--- src/sv/bst_pkg.sv ---
`default_nettype none
// ----------------------------------------------------------------------------
// bst_pkg
// Shared types and request codes of the bounded sequence table.
// ----------------------------------------------------------------------------
package bst_pkg;

    localparam logic [2:0] REQ_INSERT = 3'd0;
    localparam logic [2:0] REQ_SORTED = 3'd1;
    localparam logic [2:0] REQ_ERASE  = 3'd2;
    localparam logic [2:0] REQ_REMOVE = 3'd3;
    localparam logic [2:0] REQ_GET    = 3'd4;
    localparam logic [2:0] REQ_SET    = 3'd5;
    localparam logic [2:0] REQ_FIND   = 3'd6;

    localparam logic [6:0] CAP_LIMIT_RESET = 7'd64;

    typedef struct packed {
        logic [2:0]  kind;
        logic [6:0]  pos;
        logic [31:0] item;
    } req_t;

    typedef struct packed {
        logic        ok;
        logic [5:0]  idx;
        logic [31:0] rd;
        logic [6:0]  removed;
        logic [6:0]  count;
        logic        empty;
    } res_t;

    typedef struct packed {
        logic eq;
        logic lt;
    } cmp_t;

endpackage
`default_nettype wire

--- src/sv/bounded_sequence_table.sv ---
`default_nettype none
// ----------------------------------------------------------------------------
// bounded_sequence_table
// Ordered list of up to CAPACITY items with positional and sorted insert,
// erase, remove-all, get, set and find, behind a register port.
//
//   channel  direction  signals
//   s_       in         s_valid s_ready s_req_type s_position s_item_value
//   m_       out        m_valid m_ready m_ok m_result_index m_read_value
//                       m_removed_count m_entry_count m_is_empty
//   apb      in/out     psel penable pwrite paddr pwdata prdata pready
//
// input transfers are spaced by the work of each request, one entry per cycle on
// the single read and write port of the entry store
// the longest gap is a sorted insert at the head of a list one short of full
// s_ready is high only while no request is in flight
// a finished result sits in the output register until its transfer, and a
// second result behind it holds the sequencer and the input
// synchronous active-low reset empties the list and sets the limit to 64
// ----------------------------------------------------------------------------
module bounded_sequence_table #(
    parameter int CAPACITY  = 64,
    parameter int ITEM_BITS = 32
) (
    input  wire logic        aclk,
    input  wire logic        aresetn,
    input  wire logic        psel,
    input  wire logic        penable,
    input  wire logic        pwrite,
    input  wire logic [2:0]  paddr,
    input  wire logic [31:0] pwdata,
    output logic      [31:0] prdata,
    output logic             pready,
    input  wire logic        s_valid,
    output logic             s_ready,
    input  wire logic [2:0]  s_req_type,
    input  wire logic [6:0]  s_position,
    input  wire logic [31:0] s_item_value,
    output logic             m_valid,
    input  wire logic        m_ready,
    output logic             m_ok,
    output logic      [5:0]  m_result_index,
    output logic      [31:0] m_read_value,
    output logic      [6:0]  m_removed_count,
    output logic      [6:0]  m_entry_count,
    output logic             m_is_empty
);

    localparam logic REG_CAP_LIMIT = 1'b0;

    logic [6:0]     cap_limit_reg;
    logic           m_valid_reg;
    bst_pkg::res_t  out_reg;
    bst_pkg::req_t  req;
    bst_pkg::res_t  res;
    logic           seq_idle;
    logic           res_valid;
    logic           res_ready;
    logic           cfg_wr;

    assign cfg_wr = psel && penable && pwrite;
    assign pready = 1'b1;
    assign prdata = (paddr[2] == REG_CAP_LIMIT) ? {25'd0, cap_limit_reg} : 32'd0;

    assign req.kind = s_req_type;
    assign req.pos  = s_position;
    assign req.item = s_item_value;

    assign res_ready = !m_valid_reg || m_ready;

    bst_seq #(
        .CAPACITY  (CAPACITY),
        .ITEM_BITS (ITEM_BITS)
    ) u_seq (
        .aclk      (aclk),
        .aresetn   (aresetn),
        .start     (s_valid),
        .req       (req),
        .idle      (seq_idle),
        .cap_limit (cap_limit_reg),
        .res_valid (res_valid),
        .res_ready (res_ready),
        .res       (res)
    );

    always_ff @(posedge aclk) begin
        if (!aresetn) begin
            cap_limit_reg <= bst_pkg::CAP_LIMIT_RESET;
            m_valid_reg   <= 1'b0;
        end else begin
            if (cfg_wr && (paddr[2] == REG_CAP_LIMIT)) begin
                cap_limit_reg <= pwdata[6:0];
            end
            if (res_ready) begin
                m_valid_reg <= res_valid;
            end
        end
        if (res_valid && res_ready) begin
            out_reg <= res;
        end
    end

    assign s_ready         = seq_idle;
    assign m_valid         = m_valid_reg;
    assign m_ok            = out_reg.ok;
    assign m_result_index  = out_reg.idx;
    assign m_read_value    = out_reg.rd;
    assign m_removed_count = out_reg.removed;
    assign m_entry_count   = out_reg.count;
    assign m_is_empty      = out_reg.empty;

`ifndef SYNTHESIS
    a_busy_after_accept: assert property (@(posedge aclk) disable iff (!aresetn)
        (s_valid && s_ready) |=> !s_ready)
        else $error("input accepted while a request is in flight");

    a_removed_needs_ok: assert property (@(posedge aclk) disable iff (!aresetn)
        (m_valid && (m_removed_count != 7'd0)) |-> m_ok)
        else $error("removed count reported on a failed request");

    a_read_needs_ok: assert property (@(posedge aclk) disable iff (!aresetn)
        (m_valid && (m_read_value != 32'd0)) |-> m_ok)
        else $error("read value reported on a failed request");

    a_index_needs_ok: assert property (@(posedge aclk) disable iff (!aresetn)
        (m_valid && (m_result_index != 6'd0)) |-> m_ok)
        else $error("index reported on a failed request");
`endif

endmodule
`default_nettype wire

--- src/sv/bst_mem.sv ---
`default_nettype none
// ----------------------------------------------------------------------------
// bst_mem
// Entry store: one write port, one read port with registered read data.
// ----------------------------------------------------------------------------
module bst_mem #(
    parameter int  DEPTH,
    parameter int  WIDTH,
    localparam int AW = $clog2(DEPTH)
) (
    input  wire logic             aclk,
    input  wire logic             wr_en,
    input  wire logic [AW-1:0]    wr_addr,
    input  wire logic [WIDTH-1:0] wr_data,
    input  wire logic [AW-1:0]    rd_addr,
    output logic      [WIDTH-1:0] rd_data
);

    logic [WIDTH-1:0] mem_reg [DEPTH];
    logic [WIDTH-1:0] rd_data_reg;

    always_ff @(posedge aclk) begin
        if (wr_en) begin
            mem_reg[wr_addr] <= wr_data;
        end
        rd_data_reg <= mem_reg[rd_addr];
    end

    assign rd_data = rd_data_reg;

endmodule
`default_nettype wire

--- src/sv/bst_cmp.sv ---
`default_nettype none
// ----------------------------------------------------------------------------
// bst_cmp
// Shared comparator: read entry against the request item.
// ----------------------------------------------------------------------------
module bst_cmp #(
    parameter int WIDTH
) (
    input  wire logic [WIDTH-1:0] entry,
    input  wire logic [WIDTH-1:0] item,
    output bst_pkg::cmp_t         flags
);

    assign flags.eq = (entry == item);
    assign flags.lt = (entry < item);

endmodule
`default_nettype wire

--- src/sv/bst_seq.sv ---
`default_nettype none
// ----------------------------------------------------------------------------
// bst_seq
// Request sequencer: scans, shifts and compacts the entry store one entry
// per cycle through the shared comparator and the single memory port pair.
// ----------------------------------------------------------------------------
module bst_seq #(
    parameter int  CAPACITY,
    parameter int  ITEM_BITS,
    localparam int CNT_W = $clog2(CAPACITY + 1),
    localparam int IDX_W = $clog2(CAPACITY),
    localparam int CMP_W = (CNT_W > 7) ? CNT_W : 7
) (
    input  wire logic          aclk,
    input  wire logic          aresetn,
    input  wire logic          start,
    input  wire bst_pkg::req_t req,
    output logic               idle,
    input  wire logic [6:0]    cap_limit,
    output logic               res_valid,
    input  wire logic          res_ready,
    output bst_pkg::res_t      res
);

    typedef enum logic [2:0] {
        S_IDLE,
        S_DECODE,
        S_SCAN,
        S_SHUP,
        S_PUT,
        S_SHDN,
        S_GET,
        S_DONE
    } state_t;

    state_t               state_reg, state_next;
    logic [2:0]           kind_reg;
    logic [6:0]           pos_reg;
    logic [ITEM_BITS-1:0] item_reg;
    logic [CNT_W-1:0]     fill_reg, fill_next;
    logic [CNT_W-1:0]     rp_reg, rp_next;
    logic [CNT_W-1:0]     wp_reg, wp_next;
    logic [CNT_W-1:0]     tgt_reg, tgt_next;
    logic                 pend_reg, pend_next;
    logic                 ok_reg, ok_next;
    logic [CNT_W-1:0]     idx_reg, idx_next;
    logic [31:0]          rd_reg, rd_next;
    logic [CNT_W-1:0]     rem_reg, rem_next;

    logic                 mem_we;
    logic [IDX_W-1:0]     mem_waddr;
    logic [ITEM_BITS-1:0] mem_wdata;
    logic [IDX_W-1:0]     mem_raddr;
    logic [ITEM_BITS-1:0] mem_rdata;
    bst_pkg::cmp_t        cmp;

    logic [CMP_W-1:0]     lim_w;
    logic [CMP_W-1:0]     fill_w;
    logic [CMP_W-1:0]     pos_w;
    logic                 has_room;
    logic [CNT_W-1:0]     rp_dec;

    bst_mem #(
        .DEPTH (CAPACITY),
        .WIDTH (ITEM_BITS)
    ) u_mem (
        .aclk    (aclk),
        .wr_en   (mem_we),
        .wr_addr (mem_waddr),
        .wr_data (mem_wdata),
        .rd_addr (mem_raddr),
        .rd_data (mem_rdata)
    );

    bst_cmp #(
        .WIDTH (ITEM_BITS)
    ) u_cmp (
        .entry (mem_rdata),
        .item  (item_reg),
        .flags (cmp)
    );

    assign lim_w    = (CMP_W'(cap_limit) < CMP_W'(CAPACITY)) ? CMP_W'(cap_limit)
                                                             : CMP_W'(CAPACITY);
    assign fill_w   = CMP_W'(fill_reg);
    assign pos_w    = CMP_W'(pos_reg);
    assign has_room = (fill_w < lim_w);
    assign rp_dec   = rp_reg - CNT_W'(1);

    always_comb begin
        state_next = state_reg;
        fill_next  = fill_reg;
        rp_next    = rp_reg;
        wp_next    = wp_reg;
        tgt_next   = tgt_reg;
        pend_next  = 1'b0;
        ok_next    = ok_reg;
        idx_next   = idx_reg;
        rd_next    = rd_reg;
        rem_next   = rem_reg;
        mem_we     = 1'b0;
        mem_waddr  = wp_reg[IDX_W-1:0];
        mem_wdata  = mem_rdata;
        mem_raddr  = rp_reg[IDX_W-1:0];

        unique case (state_reg)
            S_IDLE: begin
                if (start) begin
                    state_next = S_DECODE;
                end
            end
            S_DECODE: begin
                ok_next    = 1'b0;
                idx_next   = '0;
                rd_next    = '0;
                rem_next   = '0;
                state_next = S_DONE;
                case (kind_reg)
                    bst_pkg::REQ_INSERT: begin
                        if (has_room && (pos_w <= fill_w)) begin
                            tgt_next   = CNT_W'(pos_reg);
                            rp_next    = fill_reg;
                            state_next = S_SHUP;
                        end
                    end
                    bst_pkg::REQ_SORTED: begin
                        if (has_room) begin
                            rp_next    = '0;
                            state_next = S_SCAN;
                        end
                    end
                    bst_pkg::REQ_ERASE: begin
                        if (pos_w < fill_w) begin
                            rp_next    = CNT_W'(pos_reg) + CNT_W'(1);
                            state_next = S_SHDN;
                        end
                    end
                    bst_pkg::REQ_REMOVE: begin
                        rp_next    = '0;
                        wp_next    = '0;
                        state_next = S_SCAN;
                    end
                    bst_pkg::REQ_GET: begin
                        if (pos_w < fill_w) begin
                            mem_raddr  = IDX_W'(pos_reg);
                            state_next = S_GET;
                        end
                    end
                    bst_pkg::REQ_SET: begin
                        if (pos_w < fill_w) begin
                            mem_we    = 1'b1;
                            mem_waddr = IDX_W'(pos_reg);
                            mem_wdata = item_reg;
                            ok_next   = 1'b1;
                        end
                    end
                    bst_pkg::REQ_FIND: begin
                        rp_next    = '0;
                        state_next = S_SCAN;
                    end
                    default: begin
                    end
                endcase
            end
            S_SCAN: begin
                if (rp_reg < fill_reg) begin
                    pend_next = 1'b1;
                    rp_next   = rp_reg + CNT_W'(1);
                end
                if (pend_reg) begin
                    case (kind_reg)
                        bst_pkg::REQ_SORTED: begin
                            if (!cmp.lt) begin
                                tgt_next   = rp_dec;
                                rp_next    = fill_reg;
                                pend_next  = 1'b0;
                                state_next = S_SHUP;
                            end
                        end
                        bst_pkg::REQ_FIND: begin
                            if (cmp.eq) begin
                                ok_next    = 1'b1;
                                idx_next   = rp_dec;
                                pend_next  = 1'b0;
                                state_next = S_DONE;
                            end
                        end
                        bst_pkg::REQ_REMOVE: begin
                            if (!cmp.eq) begin
                                mem_we    = 1'b1;
                                mem_waddr = wp_reg[IDX_W-1:0];
                                mem_wdata = mem_rdata;
                                wp_next   = wp_reg + CNT_W'(1);
                            end else begin
                                rem_next = rem_reg + CNT_W'(1);
                            end
                        end
                        default: begin
                        end
                    endcase
                end else if (rp_reg >= fill_reg) begin
                    case (kind_reg)
                        bst_pkg::REQ_SORTED: begin
                            tgt_next   = fill_reg;
                            rp_next    = fill_reg;
                            state_next = S_SHUP;
                        end
                        bst_pkg::REQ_REMOVE: begin
                            fill_next  = wp_reg;
                            ok_next    = (rem_reg != '0);
                            state_next = S_DONE;
                        end
                        default: begin
                            state_next = S_DONE;
                        end
                    endcase
                end
            end
            S_SHUP: begin
                mem_raddr = rp_dec[IDX_W-1:0];
                if (rp_reg > tgt_reg) begin
                    pend_next = 1'b1;
                    wp_next   = rp_reg;
                    rp_next   = rp_dec;
                end
                if (pend_reg) begin
                    mem_we    = 1'b1;
                    mem_waddr = wp_reg[IDX_W-1:0];
                    mem_wdata = mem_rdata;
                end else if (rp_reg <= tgt_reg) begin
                    state_next = S_PUT;
                end
            end
            S_PUT: begin
                mem_we     = 1'b1;
                mem_waddr  = tgt_reg[IDX_W-1:0];
                mem_wdata  = item_reg;
                fill_next  = fill_reg + CNT_W'(1);
                ok_next    = 1'b1;
                idx_next   = tgt_reg;
                state_next = S_DONE;
            end
            S_SHDN: begin
                if (rp_reg < fill_reg) begin
                    pend_next = 1'b1;
                    wp_next   = rp_dec;
                    rp_next   = rp_reg + CNT_W'(1);
                end
                if (pend_reg) begin
                    mem_we    = 1'b1;
                    mem_waddr = wp_reg[IDX_W-1:0];
                    mem_wdata = mem_rdata;
                end else if (rp_reg >= fill_reg) begin
                    fill_next  = fill_reg - CNT_W'(1);
                    ok_next    = 1'b1;
                    state_next = S_DONE;
                end
            end
            S_GET: begin
                rd_next    = 32'(mem_rdata);
                ok_next    = 1'b1;
                state_next = S_DONE;
            end
            S_DONE: begin
                if (res_ready) begin
                    state_next = S_IDLE;
                end
            end
            default: begin
                state_next = S_IDLE;
            end
        endcase
    end

    always_ff @(posedge aclk) begin
        if (!aresetn) begin
            state_reg <= S_IDLE;
            fill_reg  <= '0;
            pend_reg  <= 1'b0;
            ok_reg    <= 1'b0;
        end else begin
            state_reg <= state_next;
            fill_reg  <= fill_next;
            pend_reg  <= pend_next;
            ok_reg    <= ok_next;
        end
        rp_reg  <= rp_next;
        wp_reg  <= wp_next;
        tgt_reg <= tgt_next;
        idx_reg <= idx_next;
        rd_reg  <= rd_next;
        rem_reg <= rem_next;
        if (state_reg == S_IDLE) begin
            kind_reg <= req.kind;
            pos_reg  <= req.pos;
            item_reg <= ITEM_BITS'(req.item);
        end
    end

    assign idle        = (state_reg == S_IDLE);
    assign res_valid   = (state_reg == S_DONE);
    assign res.ok      = ok_reg;
    assign res.idx     = 6'(idx_reg);
    assign res.rd      = rd_reg;
    assign res.removed = 7'(rem_reg);
    assign res.count   = 7'(fill_reg);
    assign res.empty   = (fill_reg == '0);

endmodule
`default_nettype wire

--- config.mk ---
export PLATFORM = sky130hd
export DESIGN_NAME = bounded_sequence_table
export DESIGN_NICKNAME = d
export VERILOG_FILES = /design/src/sv/bst_pkg.sv /design/src/sv/bounded_sequence_table.sv /design/src/sv/bst_mem.sv /design/src/sv/bst_cmp.sv /design/src/sv/bst_seq.sv
export SDC_FILE = /design/constraint.sdc
export NUM_CORES = 2
export LEC_CHECK = 0
export ABC_AREA = 1
export BUFFER_PORTS_ARGS = -buffer_cell sky130_fd_sc_hd__buf_2
export CAP_MARGIN = 20
export CORE_ASPECT_RATIO = 0.6
export CORE_MARGIN = 2
export CORE_UTILIZATION = 60
export CTS_BUF_LIST = sky130_fd_sc_hd__clkbuf_4 sky130_fd_sc_hd__clkbuf_8 sky130_fd_sc_hd__clkbuf_16
export DETAILED_ROUTE_END_ITERATION = 8
export PLACE_DENSITY = 0.77
export SLEW_MARGIN = 40
export SYNTH_ARGS = -nofsm -noshare
export SYNTH_HDL_FRONTEND = slang
export SYNTH_HIERARCHICAL = 1
export SYNTH_SLANG_ARGS = --single-unit
--- constraint.sdc ---
create_clock -name aclk -period 10.8 [get_ports aclk]
set_input_delay 0.54 -clock aclk [delete_from_list [all_inputs] [get_ports aclk]]
set_output_delay 0.54 -clock aclk [all_outputs]
set_load 0.02 [all_outputs]
# Word-level counts from Yosys, hierarchy flattened
# Memories as Yosys holds them, arrays and structs flattened. A register that Yosys moved wholly into a read port is not among the register bits.
# Cells that the tools add are included.
[word_totals]
regBits = 182
latchBits = 0
ram_bits = 2048
rom_bits = 0
out_inout_bits = 89
elab_cells = 208
n_memories = 1
[mem_list]
columns = ["name", "depth", "width", "read_ports", "rd_ports_with_merged_regs", "write_ports", "line", "source"]
rows = [
  ["u_seq.u_mem.mem_reg", 64, 32, 1, 1, 1, "bst_mem.sv:19", "logic [WIDTH-1:0] mem_reg [DEPTH];"],
]
[classes]
add_sub_neg = 7
n_mul = 0
div = 0
n_lt_le_gt_ge = 9
eq_ne = 46
shifts = 0
muxes = 95
bitwise_logic = 1
n_reduce_logical = 28
[op_table]
columns = ["operator", "n"]
rows = [
  ["$mux 7", 33],
  ["$pmux 32 s2", 2],
  ["$pmux 7 s4", 3],
  ["$mux 32", 2],
  ["$mux 6", 7],
  ["$mux 3", 13],
  ["$add 7x1->7 const B", 5],
  ["$eq 32x32->1", 1],
  ["$lt 32x32->1", 1],
  ["$pmux 7 s2", 2],
  ["$pmux 6 s2", 2],
  ["$eq 3x3->1 const B", 7],
  ["$lt 7x7->1", 3],
  ["$mux 1", 21],
  ["$pmux 3 s7", 1],
  ["$pmux 7 s3", 1],
  ["$reduce_and 7->1", 3],
  ["$ne 2x1->1 const B", 10],
  ["$pmux 6 s3", 1],
  ["$ne 2x2->1 const B", 8],
  ["$ne 3x3->1 const B", 5],
  ["$pmux 3 s5", 1],
  ["$le 7x7->1", 2],
  ["$sub 7x1->7 const B", 2],
  ["other kinds (28)", 50],
]

# Longest topological paths before layout
[logic_depth]
depth_word = 7
mapped_depth = 27
depth_no_buf = 22

# Hierarchy
# The synthesis kept the hierarchy.
[by_module_without_submodules]
columns = ["module", "n_inst", "cells_per_inst", "area_each_um2", "seq_area_each_um2"]
rows = [
  ["bst_mem", 1, 6785, 82785.6, 62139.6],
  ["bst_seq", 1, 876, 7379.6, 3483.3],
  ["bounded_sequence_table", 1, 151, 2272.2, 1781.7],
  ["bst_cmp", 1, 140, 864.6, 0.0],
]

# Worst setup path before layout
# Ideal clock, no wire load.
[synth_path]
path_type = "register -> register"
startpoint = "reg u_seq.fill_reg[6]"
endpoint = "mem u_seq/u_mem/mem_reg[55][0] in the netlist's numbering (enable)"
setup_time_ns = 0.461
arrival_ns = 4.575
required_time_ns = 10.339
setup_slack_ns = 5.764
stages_incl_launch_ff = 14
period_less_slack_ns = 5.036
path_cell_list = "dfxtp_1 -> inv_1 -> ha_1 -> a21o_1 -> nor2_1 -> nand2_1 -> nor2_1 -> nand2_2 -> buf_1 -> o211ai_1 -> inv_1 -> nor3_1 -> inv_1 -> nor3_1"
[synth_rtl]
columns = ["element", "line", "source"]
rows = [
  ["start, declared", "bst_seq.sv:40", "logic [CNT_W-1:0] fill_reg, fill_next;"],
  ["start signal, assigned", "bst_seq.sv:283", "fill_reg <= fill_next;"],
  ["$lt 7x7->1", "bst_seq.sv:150", "if (pos_w < fill_w) begin"],
  ["$mux 6", "bst_seq.sv:150", ""],
  ["$mux 6", "bst_seq.sv:118", "case (kind_reg)"],
  ["$pmux 6 s2", "bst_seq.sv:106", "unique case (state_reg)"],
  ["via u_seq.mem_waddr[2]", "bst_seq.sv:51", "logic [IDX_W-1:0] mem_waddr;"],
  ["end, declared", "bst_mem.sv:19", ""],
]
# The timed path passes the listed nets, and every way through them passes these cells.

# Worst setup path after layout
[layout_path]
startpoint = "reg u_seq.fill_reg[1]"
endpoint = "reg u_seq.u_mem.rd_data_reg[4] (netlist: u_seq/u_mem/rd_data[4]), read port of u_seq.u_mem.mem_reg"
[layout_between]
elab_chain_len = 4
[layout_lines]
columns = ["element", "line", "source"]
rows = [
  ["$lt 7x7->1", "bst_seq.sv:144", "if (pos_w < fill_w) begin"],
  ["$mux 6", "bst_seq.sv:144", ""],
  ["$mux 6", "bst_seq.sv:118", ""],
  ["$pmux 6 s2", "bst_seq.sv:106", ""],
  ["via u_seq.mem_raddr[0]", "bst_seq.sv:53", "logic [IDX_W-1:0] mem_raddr;"],
  ["end, declared", "bst_mem.sv:20", "logic [WIDTH-1:0] rd_data_reg;"],
]
# The timed path passes the listed nets, and every way through them passes these cells.
# A chain may end at the register's enable or synchronous reset.

==> results.py <==
metrics = {
    "timing": {
        "setup_violations": 0,
        "finalCritPeriodShare_pct": 64.0,
        "rsz0062_at_grt": "no",
        "relSlewSlack_pct": 39.8,
        "slew_viol_final": 0,
        "fin_crit_ns": 6.91,
        "skew_ns": 0.0261,
        "worstMarginPinSlew_ns": 0.903,
        "final_hold_viol_count": 0,
        "tns_ns": 0,
        "clock.fmax_mhz": 145,
    },
    "logic_synthesis": {
        "ys_warn_count": 6,
        "ys.flop_type": "edfxtp_1",
        "post_synth.cell_area_avg_um2": 11.7,
        "synthArstFlopShare_pct": 0,
        "syn_area_um2": 93300,
        "synth_edf_count": 2210,
        "synth.ff_latch_count": 2262,
        "ys_seq_area_share_pct": 72.2,
        "synth_cell_types": 52,
        "synth_cells": 7952,
    },
    "setup_path": {
        "critical_path_depth": 25,
        "r2r_cells": 25,
        "worst_ep_arrival_time_ns": 7.67,
        "critPathTopFamily": "buffers and inverters",
        "cp.required_ns": 11.56,
        "end_kind": "flop",
        "cp_max_fo": 112,
        "endpoint": "u_seq/u_mem/rd_data[4]",
        "cpMostUsedCell": "nand2_1",
        "startpoint": "u_seq/fill_reg[1]",
        "r2r-end": "u_seq/u_mem/rd_data[4]",
        "start_kind": "flop",
        "critical_path_class": "flop to flop",
        "path_buf_inv": 7,
        "regToRegStartpoint": "u_seq/fill_reg[1]",
        "crit_path_top_delay_cell": "buf_4",
        "slowest_delay_ns": 0.76,
        "r2r_slack_ns": 3.89,
    },
    "placement": {
        "dp_hpwl_um": 139000,
        "gp_congestion": 0.952,
        "io_buffers": 119,
    },
    "clock_tree": {
        "clockBufferDepth": 3,
        "clk_pin_slew_worst_paths_ns": 0.07,
        "cts_buffers": 189,
        "post_cts_buffers": 0,
        "clkSinkCount": 2262,
        "cts_tree": "built",
        "htreeDepth": 4,
        "clock_latency_ns": 0.83,
        "cts_root_buffer": "clkbuf_16",
    },
    "global_route": {
        "gr-usage-met3_pct": 11.7,
        "antenna_found_initial": 17,
        "grt_pass1_wl_um": 382000,
        "grt_overflow": 0,
        "grtUsageMet2_pct": 45.8,
        "top_usage_layer": "met1",
        "grt_usage_pct": 32.8,
        "grt_pass1_vias": 59744,
        "grt_max_degree": 204,
        "grt_use_met1_pct": 47.8,
    },
    "routing": {
        "detail-route-antenna-nets": 0,
        "drc_errors": 0,
        "via_count": 64177,
        "firstDrtPassIters": 6,
        "drt_wl_total_um": 263000,
        "post_drt_wl_per_cell_um": 25.8,
        "drt_iter0_markers": 11588,
        "routed_via_density": 6.30,
    },
    "job": {
        "maxCapViolations": 0,
    },
    "floorplanning": {
        "die_area_um2": 159000,
        "start_util_pct": 60.2,
        "core_area_um2": 155000,
        "fp.dieH_um": 309,
        "ioPinCount": 173,
        "rows": 112,
        "die_w_um": 513,
    },
    "finish": {
        "drive_above_1_share_pct": 8.91,
        "largest_reg_flops": 2048,
        "fillers": 10606,
        "nets": 8136,
        "regArea_um2": 67400,
        "final_cell_mix": "nand2_1, edfxtp_1, nand3_1",
        "area.growth.synth_to_final_pct": 10.5,
        "final_common_cell": "nand2_1",
        "multiInputGateArea_um2": 23600,
    },
    "status": {
        "status": "finished, final reports clean",
    },
    "worst_hold_path": {
        "hold_path.class": "input port to flop",
    },
}
-- what timing repair did --
item / in CTS / in global routing
hold endpoints to repair: 43 / 0
hold buffers: 43 / 0
gates resized for setup: 0 / 0
-- through the flow --
step	instance area, µm²	setup slack [ns]	util, %	cells	hold WS [ns]
final	103000	3.89	66.5	10193	0.0735
after floorplan	93400	5.76	-	7976	0.400
after CTS	103000	4.08	66.4	10186	0.0125
after global placement	96200	3.62	62.1	9792	0.403
after detailed placement	96400	4.16	62.2	9795	0.405
after global routing	103000	3.64	66.5	10191	0.0879
-- layer usage --
| layer | wire [µm] | vias to the layer above |
|---|---|---|
| met4 | 8530 | 10 |
| met1 | 98700 | 30614 |
| met2 | 109000 | 4913 |
| met5 | 287 | - |
| li1 | - | 28074 |
| met3 | 46400 | 566 |
-- kinds of logic (layout without fill, tap and decap cells) --
logic type	Yosys count	count (layout)	synth area share, %
AOI/OAI and AO/OA	208	208	1.31
xor gates and xnor gates	10	10	0.0939
adders and majority gates	71	71	0.960
buffers and inverters	721	883	3.68
DFF	2262	2262	72.2
other	2	29	0.00805
and+or+nand+nor	4678	4678	21.7
-- cells in the mapped netlist, types with 3 or more instances --
master       n  area [µm²]
inv_1      201         754
ha_1        70         876
buf_2      259        1300
buf_6       18         203
clkbuf_1    95         357
nand3_1   1961        9810
a31oi_1     39         244
o22ai_1      3        18.8
nor4_1       5        31.3
nor2_4       5        56.3
a21o_1       4        30.0
nor2_1     175         657
buf_1       59         221
o221ai_1    16         140
buf_4       70         526
o21ai_0     43         215
dfxtp_1     52        1040
nand2_2      4        25.0
o211ai_1    10        75.1
nor2_2       6        37.5
edfxtp_1  2210       66400
nand4_1     17         106
nand2_1   2475        9290
a21oi_1     80         400
xor2_1       8        70.1
o21ai_1      3        15.0
nor3_1      18        90.1
inv_2       14        52.6
o31ai_1      3        22.5
-- worst reg2reg max path, stage by stage (launching register included) --
cell and delay, ns:
dfxtp_1 0.62, inv_1 0.34, ha_1 0.37, nand2_1 0.06, inv_1 0.05, nand2_1 0.06, nand2_1 0.06, nand2_1 0.07
nand2_1 0.20, inv_1 0.15, nand3_1 0.46, a21oi_1 0.28, o21ai_0 0.17, nand3_4 0.40, buf_12 0.31, buf_12 0.47
buf_4 0.83, buf_4 0.80, nand2_1 0.23, nand3_1 0.17, nand3_1 0.13, nand3_1 0.12, nand3_1 0.18, nand2_1 0.14
nand2_1 0.08, nand2_1 0.09
-- how the worst min path moves through the flow --
stage                           from          endpoint  cells after the start
floorplan            u_seq/rd_reg[0]   m_read_value[0]                      0
global placement     u_seq/rd_reg[8]   m_read_value[8]                      0
detailed placement  u_seq/rd_reg[22]  m_read_value[22]                      0
CTS                        pwdata[0]  cap_limit_reg[0]                      5
global route               pwdata[2]  cap_limit_reg[2]                      5
finish                     pwdata[0]  cap_limit_reg[0]                      5
-- layout make-up --
| type | instances | share of cell area [%] |
|---|---|---|
| tap | 2052 | 2.49 |
| multi-input combinational | 4993 | 22.9 |
| clock buffer | 236 | 5.03 |
| sequential | 2262 | 65.4 |
| antenna | 3 | 0.00728 |
| inverter | 219 | 0.852 |
| clock inverter | 112 | 0.974 |
| timing repair buffer | 316 | 2.40 |
Power is not shown: default switching activity piles up to over one toggle a cycle in this logic, so the estimate is an artifact.
